**src/pacu_pkg.sv**
```systemverilog
// ----------------------------------------------------------------------------
// Park angle coefficient unit: shared constants and types
// Register indexes, CORDIC constants and the arctangent table.
// ----------------------------------------------------------------------------
package pacu_pkg;

  typedef enum logic [1:0] {
    REG_MODE   = 2'd0,
    REG_OMEGA  = 2'd1,
    REG_ANGLE  = 2'd2,
    REG_STEP   = 2'd3
  } reg_idx_t;

  typedef enum logic [2:0] {
    ST_IDLE,
    ST_MUL,
    ST_ANGLE,
    ST_CORDIC,
    ST_STORE,
    ST_OUT
  } state_t;

  localparam logic [29:0] TurnPerRad   = 30'd683565276;
  localparam logic [31:0] ThirdTurn    = 32'd1431655765;
  localparam logic [31:0] StepReset    = 32'd214748;
  localparam int          CordicN      = 24;
  localparam logic signed [33:0] CordicX0 = 34'sd532382612;

  function automatic logic [31:0] atan_turn(input logic [4:0] i);
    logic [31:0] r;
    begin
      case (i)
        5'd0:  r = 32'h20000000;
        5'd1:  r = 32'h12E4051E;
        5'd2:  r = 32'h09FB385B;
        5'd3:  r = 32'h051111D4;
        5'd4:  r = 32'h028B0D43;
        5'd5:  r = 32'h0145D7E1;
        5'd6:  r = 32'h00A2F61E;
        5'd7:  r = 32'h00517C55;
        5'd8:  r = 32'h0028BE53;
        5'd9:  r = 32'h00145F2F;
        5'd10: r = 32'h000A2F98;
        5'd11: r = 32'h000517CC;
        5'd12: r = 32'h00028BE6;
        5'd13: r = 32'h000145F3;
        5'd14: r = 32'h0000A2FA;
        5'd15: r = 32'h0000517D;
        5'd16: r = 32'h000028BE;
        5'd17: r = 32'h0000145F;
        5'd18: r = 32'h00000A30;
        5'd19: r = 32'h00000518;
        5'd20: r = 32'h0000028C;
        5'd21: r = 32'h00000146;
        5'd22: r = 32'h000000A3;
        5'd23: r = 32'h00000051;
        default: r = 32'h0;
      endcase
      return r;
    end
  endfunction

endpackage

```
**src/park_angle_coefficient_unit.sv**
```systemverilog
// ----------------------------------------------------------------------------
// Park angle coefficient unit
// Advances the Park angle once per time step and gives the six dq coefficients.
// ----------------------------------------------------------------------------
// Usage: an input transaction (step_time, measured_omega) on in_valid/in_ready
// starts one step; one result transaction (angle and six coefficients) leaves
// on out_valid/out_ready. The speed product is formed bit-serially by a
// shift-and-add multiplier (one bit of the multiplier operand per cycle),
// the angle is added next, then one shared CORDIC unit runs 24 iterations
// for each of the three phase angles. One step is in flight at a time; the
// next is taken once the result register is loaded into the output stage.
// The result is held in an output register while the receiver stalls; a new
// transaction may enter and will wait for the output register to free
// before its result is written.
// Reset (rst, synchronous) restores the registers to their documented
// values: constant speed mode, zero omegas, zero angle, default step length.
// Configuration writes are taken on cfg_we at any time and are meant for
// idle periods only.
// ----------------------------------------------------------------------------
module park_angle_coefficient_unit #(
  parameter int ANGLE_BITS = 32,
  parameter int COEF_BITS  = 16
) (
  input  logic                        clk,
  input  logic                        rst,
  input  logic                        cfg_we,
  input  logic [1:0]                  cfg_index,
  input  logic [31:0]                 cfg_data,
  input  logic                        in_valid,
  output logic                        in_ready,
  input  logic [47:0]                 step_time,
  input  logic signed [31:0]          measured_omega,
  output logic                        out_valid,
  input  logic                        out_ready,
  output logic [31:0]                 angle,
  output logic signed [COEF_BITS-1:0] coef_a_d,
  output logic signed [COEF_BITS-1:0] coef_a_q,
  output logic signed [COEF_BITS-1:0] coef_b_d,
  output logic signed [COEF_BITS-1:0] coef_b_q,
  output logic signed [COEF_BITS-1:0] coef_c_d,
  output logic signed [COEF_BITS-1:0] coef_c_q
);
  import pacu_pkg::*;

  localparam int ProdW  = 112;  // signed speed of up to 64 bits times 48-bit operand
  localparam int ShCon  = 76 - ANGLE_BITS;
  localparam int ShVar  = 81 - ANGLE_BITS;
  localparam int AngSh  = ANGLE_BITS - 32;

  // Configuration and state
  logic                  mode;
  logic [31:0]           start_omega_r, start_angle_r, step_length_r;
  logic [ANGLE_BITS-1:0] running_angle;
  logic signed [31:0]    cur_omega, prev_omega;

  function automatic logic [ANGLE_BITS-1:0] start_to_angle(input logic [31:0] a);
    logic [ANGLE_BITS+31:0] w;
    begin
      w = {{ANGLE_BITS{1'b0}}, a} << ANGLE_BITS;
      return w[ANGLE_BITS+31:32];
    end
  endfunction

  // Step control
  state_t state, state_next;
  logic [5:0]  mcnt;
  logic [1:0]  phase;
  logic [4:0]  it;
  logic        is_const;
  logic [47:0] mplier;
  logic signed [ProdW-1:0] mcand, prod;
  logic signed [31:0] meas_hold;
  logic [31:0] a32;

  // CORDIC datapath
  logic signed [33:0] cx, cy;
  logic signed [32:0] cz;
  logic [1:0]  quad;
  logic signed [COEF_BITS-1:0] rd [6];

  // Output stage
  logic obusy;

  assign in_ready = (state == ST_IDLE);

  always_comb begin
    state_next = state;
    case (state)
      ST_IDLE:   if (in_valid) state_next = ST_MUL;
      ST_MUL:    if (mcnt == 6'd47) state_next = ST_ANGLE;
      ST_ANGLE:  state_next = ST_CORDIC;
      ST_CORDIC: if (it == 5'd23 && phase == 2'd2) state_next = ST_STORE;
      ST_STORE:  state_next = ST_OUT;
      ST_OUT:    if (!obusy) state_next = ST_IDLE;
      default:   state_next = ST_IDLE;
    endcase
  end

  always_ff @(posedge clk) begin
    if (rst) state <= ST_IDLE;
    else state <= state_next;
  end

  // Rounded product slice and angle conversions
  logic [ProdW-1:0] prod_rnd;
  logic [ANGLE_BITS-1:0] delta, new_angle;
  logic [31:0] ang32;
  logic [ANGLE_BITS:0] ang_rnd;
  always_comb begin
    if (is_const) begin
      prod_rnd = prod + (ProdW'(1) << (ShCon - 1));
      delta = ANGLE_BITS'(prod_rnd >> ShCon);
      new_angle = start_to_angle(start_angle_r) + delta;
    end else begin
      prod_rnd = prod + (ProdW'(1) << (ShVar - 1));
      delta = ANGLE_BITS'(prod_rnd >> ShVar);
      new_angle = running_angle + delta;
    end
    if (AngSh > 0) begin
      ang_rnd = {1'b0, new_angle} + ((ANGLE_BITS+1)'(1) << (AngSh > 0 ? AngSh - 1 : 0));
      ang32 = 32'(ang_rnd >> (AngSh > 0 ? AngSh : 0));
    end else begin
      ang_rnd = {1'b0, new_angle};
      ang32 = 32'({ang_rnd, 32'b0} >> ANGLE_BITS);
    end
  end

  // Phase angle and quadrant reduction
  logic [31:0] pang, pred;
  logic [1:0]  pquad;
  always_comb begin
    case (phase)
      2'd0:    pang = a32;
      2'd1:    pang = a32 - ThirdTurn;
      default: pang = a32 + ThirdTurn;
    endcase
    pquad = 2'((pang + 32'h20000000) >> 30);
    pred  = pang - {pquad, 30'b0};
  end

  // One CORDIC iteration
  logic signed [33:0] nx, ny, ysh, xsh;
  logic signed [32:0] nz, at;
  always_comb begin
    ysh = cy >>> it;
    xsh = cx >>> it;
    at  = $signed({1'b0, atan_turn(it)});
    if (!cz[32]) begin
      nx = cx - ysh; ny = cy + xsh; nz = cz - at;
    end else begin
      nx = cx + ysh; ny = cy - xsh; nz = cz + at;
    end
  end

  // Final rotation and rounding
  logic signed [34:0] cc, ss;
  logic signed [COEF_BITS-1:0] dq_d, dq_q;
  function automatic logic signed [COEF_BITS-1:0] coef_out(input logic signed [34:0] v);
    logic signed [34:0] c;
    begin
      c = (v + (35'sd1 <<< (30 - COEF_BITS))) >>> (31 - COEF_BITS);
      if (c > 35'((1 << (COEF_BITS - 1)) - 1)) return {1'b0, {(COEF_BITS-1){1'b1}}};
      if (c < -35'(1 << (COEF_BITS - 1))) return {1'b1, {(COEF_BITS-1){1'b0}}};
      return c[COEF_BITS-1:0];
    end
  endfunction
  always_comb begin
    case (quad)
      2'd0:    begin cc = 35'(nx);  ss = 35'(ny);  end
      2'd1:    begin cc = -35'(ny); ss = 35'(nx);  end
      2'd2:    begin cc = -35'(nx); ss = -35'(ny); end
      default: begin cc = 35'(ny);  ss = -35'(nx); end
    endcase
    dq_d = coef_out(-cc);
    dq_q = coef_out(ss);
  end

  // Datapath registers and configuration
  always_ff @(posedge clk) begin
    if (rst) begin
      mode <= 1'b1;
      start_omega_r <= '0;
      start_angle_r <= '0;
      step_length_r <= StepReset;
      running_angle <= '0;
      cur_omega <= '0;
      prev_omega <= '0;
    end else begin
      if (cfg_we) begin
        case (reg_idx_t'(cfg_index))
          REG_MODE:  mode <= cfg_data[0];
          REG_OMEGA: begin
            start_omega_r <= cfg_data;
            cur_omega <= cfg_data;
            prev_omega <= cfg_data;
          end
          REG_ANGLE: begin
            start_angle_r <= cfg_data;
            running_angle <= start_to_angle(cfg_data);
          end
          REG_STEP:  step_length_r <= cfg_data;
          default: ;
        endcase
      end
      if (state == ST_ANGLE) running_angle <= new_angle;
      if (state == ST_STORE && !is_const) begin
        prev_omega <= cur_omega;
        cur_omega <= meas_hold;
      end
    end
  end

  always_ff @(posedge clk) begin
    case (state)
      ST_IDLE: begin
        // Latch the transaction and set up the serial multiplier
        is_const  <= mode;
        meas_hold <= measured_omega;
        mcnt <= '0;
        prod <= '0;
        if (mode) begin
          mcand  <= ProdW'($signed(cur_omega) * $signed({1'b0, TurnPerRad}));
          mplier <= step_time;
        end else begin
          mcand  <= ProdW'(($signed({cur_omega[31], cur_omega}) +
                            $signed({prev_omega[31], prev_omega})) *
                           $signed({1'b0, TurnPerRad}));
          mplier <= {16'b0, step_length_r};
        end
      end
      ST_MUL: begin
        // One multiplier bit per cycle
        if (mplier[0]) prod <= prod + mcand;
        mcand  <= mcand <<< 1;
        mplier <= mplier >> 1;
        mcnt   <= mcnt + 6'd1;
      end
      ST_ANGLE: begin
        a32 <= ang32;
        phase <= 2'd0;
        it <= '0;
        cx <= CordicX0; cy <= '0;
      end
      ST_CORDIC: begin
        if (it == 5'd0) begin
          // Load phase angle into the rotator, iteration zero folded in
          quad <= pquad;
          it <= 5'd1;
          cz <= $signed({pred[31], pred}) + (pred[31] ? 33'sh20000000 : -33'sh20000000);
          cx <= CordicX0;
          cy <= pred[31] ? -CordicX0 : CordicX0;
        end else begin
          cx <= nx; cy <= ny; cz <= nz;
          if (it == 5'd23) begin
            rd[{phase, 1'b0}] <= dq_d;
            rd[{phase, 1'b1}] <= dq_q;
            phase <= phase + 2'd1;
            it <= '0;
          end else begin
            it <= it + 5'd1;
          end
        end
      end
      default: ;
    endcase
  end

  // Output register: hold while the receiver stalls
  always_ff @(posedge clk) begin
    if (rst) begin
      obusy <= 1'b0;
    end else begin
      if (obusy && out_ready) obusy <= 1'b0;
      if (state == ST_OUT && !obusy) begin
        obusy <= 1'b1;
        angle <= a32;
        coef_a_d <= rd[0]; coef_a_q <= rd[1];
        coef_b_d <= rd[2]; coef_b_q <= rd[3];
        coef_c_d <= rd[4]; coef_c_q <= rd[5];
      end
    end
  end
  assign out_valid = obusy;

  // Checks
  a_no_accept_busy: assert property (@(posedge clk) disable iff (rst)
    (state != ST_IDLE) |-> !in_ready) else $error("accept while busy");
  a_out_hold: assert property (@(posedge clk) disable iff (rst)
    (out_valid && !out_ready) |=> out_valid && $stable(angle))
    else $error("result dropped");
  a_mul_len: assert property (@(posedge clk) disable iff (rst)
    (state == ST_ANGLE) |-> (mcnt == 6'd48)) else $error("multiplier count");
endmodule

```
**config.mk**
```make
export PLATFORM = sky130hd
export DESIGN_NAME = park_angle_coefficient_unit
export DESIGN_NICKNAME = d
export VERILOG_FILES = /design/src/pacu_pkg.sv /design/src/park_angle_coefficient_unit.sv
export SDC_FILE = /design/constraint.sdc
export NUM_CORES = 2
export LEC_CHECK = 0
export ABC_AREA = 1
export BUFFER_PORTS_ARGS = -buffer_cell sky130_fd_sc_hd__buf_2
export CAP_MARGIN = 15
export CORE_ASPECT_RATIO = 0.9
export CORE_MARGIN = 4
export CORE_UTILIZATION = 40
export DETAILED_ROUTE_END_ITERATION = 16
export SLEW_MARGIN = 0
export SYNTH_ARGS = -nofsm -noshare
export SYNTH_HDL_FRONTEND = slang
export SYNTH_SLANG_ARGS = --single-unit
```
**constraint.sdc**
```tcl
create_clock -name clk -period 13.16 [get_ports clk]
set_input_delay 0.658 -clock clk [delete_from_list [all_inputs] [get_ports clk]]
set_output_delay 0.658 -clock clk [all_outputs]
set_load 0.05 [all_outputs]
```
==> results.sh <==
export IMPL_slowest_stage="dfxtp_1"
export IMPL_drive_above_1_share=0.06220
export IMPL_io_buffers=248
export IMPL_critPathKind="flop to flop"
export IMPL_hold_viol=0
export IMPL_cts_htree_levels=3
export IMPL_grt_max_degree=87
export IMPL_cp_max_fo=18
export IMPL_start_kind="flop"
export IMPL_crit_required_ns=13.61
export IMPL_cap_viol_max_count=0
export IMPL_vias=83127
export IMPL_crit_arrival_ns=11.39
export IMPL_tightest_slew_ns=1.212
export IMPL_status="finished, final reports clean"
export IMPL_grt_pass1_vias=79956
export IMPL_min_path_type="input port to flop"
export IMPL_clock_latency_ns=0.75
export IMPL_ant_nets=0
export IMPL_clockBufferDepth=3
export IMPL_rsz0062_at_grt="no"
export IMPL_die_area_um2=246100
export IMPL_yosysSeqAreaShare=0.2336
export IMPL_nets=14356
export IMPL_whs_path_depth=1
export IMPL_syn_area_um2=95270
export IMPL_dp_slack_ns=2.241
export IMPL_wire_per_inst_um=21.12
export IMPL_place_inst=15499
export IMPL_synth_edf_count=611
export IMPL_wl_um=331100
export IMPL_antenna_found_initial=9
export IMPL_drc=0
export IMPL_synth_cell_types=75
export IMPL_drt_pass1_iter_count=8
export IMPL_final_setup_viol_count=0
export IMPL_relSlewSlack=0.1920
export IMPL_skew_ns=0.06778
export IMPL_ioPinCount=249
export IMPL_core_rowCount=169
export IMPL_synth_area_leaders="edfxtp_1, fa_1, ha_1"
export IMPL_start_util=0.4030
export IMPL_place_congestion=0.9930
export IMPL_max_freq_mhz=91.37
export IMPL_cts_tree="yes"
export IMPL_grt_overflow_total=0
export IMPL_dp_hpwl_um=273700
export IMPL_max_stage_delay_ns=0.72
export IMPL_synth_avg_cell_area_um2=7.793
export IMPL_clk_pin_slew_ns=0.06
export IMPL_synth_top_area_share=0.1926
export IMPL_synthArstFlopShare=0
export IMPL_final_cells=15677
export IMPL_cts_setup_buffers=0
export IMPL_yosysWarnings=0
export IMPL_crit_path_end_kind="flop"
export IMPL_syn_inst=12225
export IMPL_finalCriticalPeriod_ns=10.94
export IMPL_drt_iter0_drc=8345
export IMPL_syn_num_nets=14151
export IMPL_grt_pass1_wl_um=498900
export IMPL_slew_violations=0
export IMPL_synth_seq_cells=806
export IMPL_post_drt_via_cell_ratio=5.302
export IMPL_yosysTopAreaCell="edfxtp_1"
export IMPL_die_x_um=522.4
export IMPL_r2r_cells=40
export IMPL_coreArea_um2=236400
export IMPL_numCtsBuffers=91
export IMPL_holdWs_ns=0.09692
export IMPL_setup_ws_ns=2.215
export IMPL_cts_num_sinks=806
export IMPL_fin_setup_tns_ns=0
export IMPL_synth_main_ff_cell="edfxtp_1"
export IMPL_syn2layout_area_growth_pct=8.696
export IMPL_ctsResizeCount=0
export IMPL_grt_util_all_layers=0.2645
export IMPL_postCtsHoldBufs=0
export IMPL_fin_crit_sh=0.8317
export IMPL_die_height_um=471.0
export IMPL_clockRootBuffer="clkbuf_16"
==> critical path: cells and delay by family, from the launching register on <==
kind	cells	cell delay, ns
fa+ha+maj	10	4.76
buf+inv	7	0.93
xor+xnor	2	0.89
compound gates	9	1.81
flops	1	0.72
simple gates	12	1.50
==> layer usage <==
layer / wire (um) / track usage
met2: 140800 / 0.4021
met1: 150200 / 0.3816
met4: 13160 / 0.08754
met5: 16 / 0
met3: 26900 / 0.04361
==> final cells by class <==
cell class                 instances  area (um2)
sequential                       806       22260
clock buffer                     109        2427
clock inverter                    62       648.1
antenna                            6       15.01
timing repair buffer             373        2190
multi-input combinational       8830       63310
inverter                        2328        8750
fill                           24379      132900
tap                             3163        3958
==> flip-flops by register name, summed over array words and instances, names as in the netlist, 30 cells and up <==
name and count:
prev_omega 32, step_length_r 32, mplier 48, angle 32, prod 79, at 30
cz 33, start_angle_r 32, a32 32, cx 34, mcand 79, meas_hold 32
cur_omega 32, cy 34, running_angle 32, rd 96
==> final timing paths <==
| path | start | endpoint | slack (ns) |
|---|---|---|---|
| worst max-delay path | cur_omega[6] | mcand[76] | 2.22 |
| worst min register to register | rd[1][15] | coef_a_q[15] | 0.42 |
| worst max register to register | cur_omega[6] | mcand[76] | 2.22 |
| worst min-delay path | measured_omega[5] | meas_hold[5] | 0.1 |
==> metrics by stage <==
| step | utilization | instance area (um2) |
|---|---|---|
| after floorplan | - | 95270 |
| after global placement | 0.4249 | 100400 |
| after detailed placement | 0.4249 | 100400 |
| after CTS | 0.4379 | 103500 |
| after global routing | 0.4380 | 103500 |
| final | 0.4380 | 103600 |
==> cells by family after synthesis <==
family | count (synthesis) | synth area share
compound gates | 2006 | 0.1179
xor+xnor | 375 | 0.03455
fa+ha+maj | 1808 | 0.3058
buf+inv | 2589 | 0.1036
flops | 806 | 0.2336
mux | 8 | 0.0008799
other cells | 2 | 0.00007883
simple gates | 4631 | 0.2036
==> synthesized netlist by cell type, drive strengths merged, types with 142 or more instances <==
| library cell | count |
|---|---|
| nand4 | 142 |
| ha | 939 |
| edfxtp | 611 |
| clkbuf | 169 |
| xor2 | 237 |
| a31oi | 173 |
| nor2 | 1021 |
| o21ai | 720 |
| dfxtp | 195 |
| nand2 | 2628 |
| nand3 | 641 |
| fa | 868 |
| a21oi | 775 |
| inv | 2311 |
==> layout by cell type, fill, tap and decap left out, types with 21 or more instances in the layout <==
master / instances
edfxtp_1: 611
buf_2: 247
o22ai_1: 33
a21oi_1: 774
clkbuf_16: 93
inv_1: 2273
buf_4: 125
nor2_1: 947
or2_2: 32
nor3_1: 96
xor2_1: 234
nand2_2: 55
o211ai_1: 59
a221oi_1: 22
o21ai_1: 36
nand4_1: 141
nand2_1: 2567
nor4_1: 22
inv_2: 35
clkinv_1: 28
o21bai_1: 25
o21a_1: 53
a21o_1: 21
a31oi_1: 173
nor2_2: 57
a211oi_1: 29
ha_1: 939
o21ai_0: 677
xnor2_1: 132
dfxtp_1: 193
nand3_1: 630
fa_1: 868
o221ai_1: 31
Power is left out: the tool's default activity adds up to more than one toggle a clock period on the data nets, which glitch-free logic cannot reach.
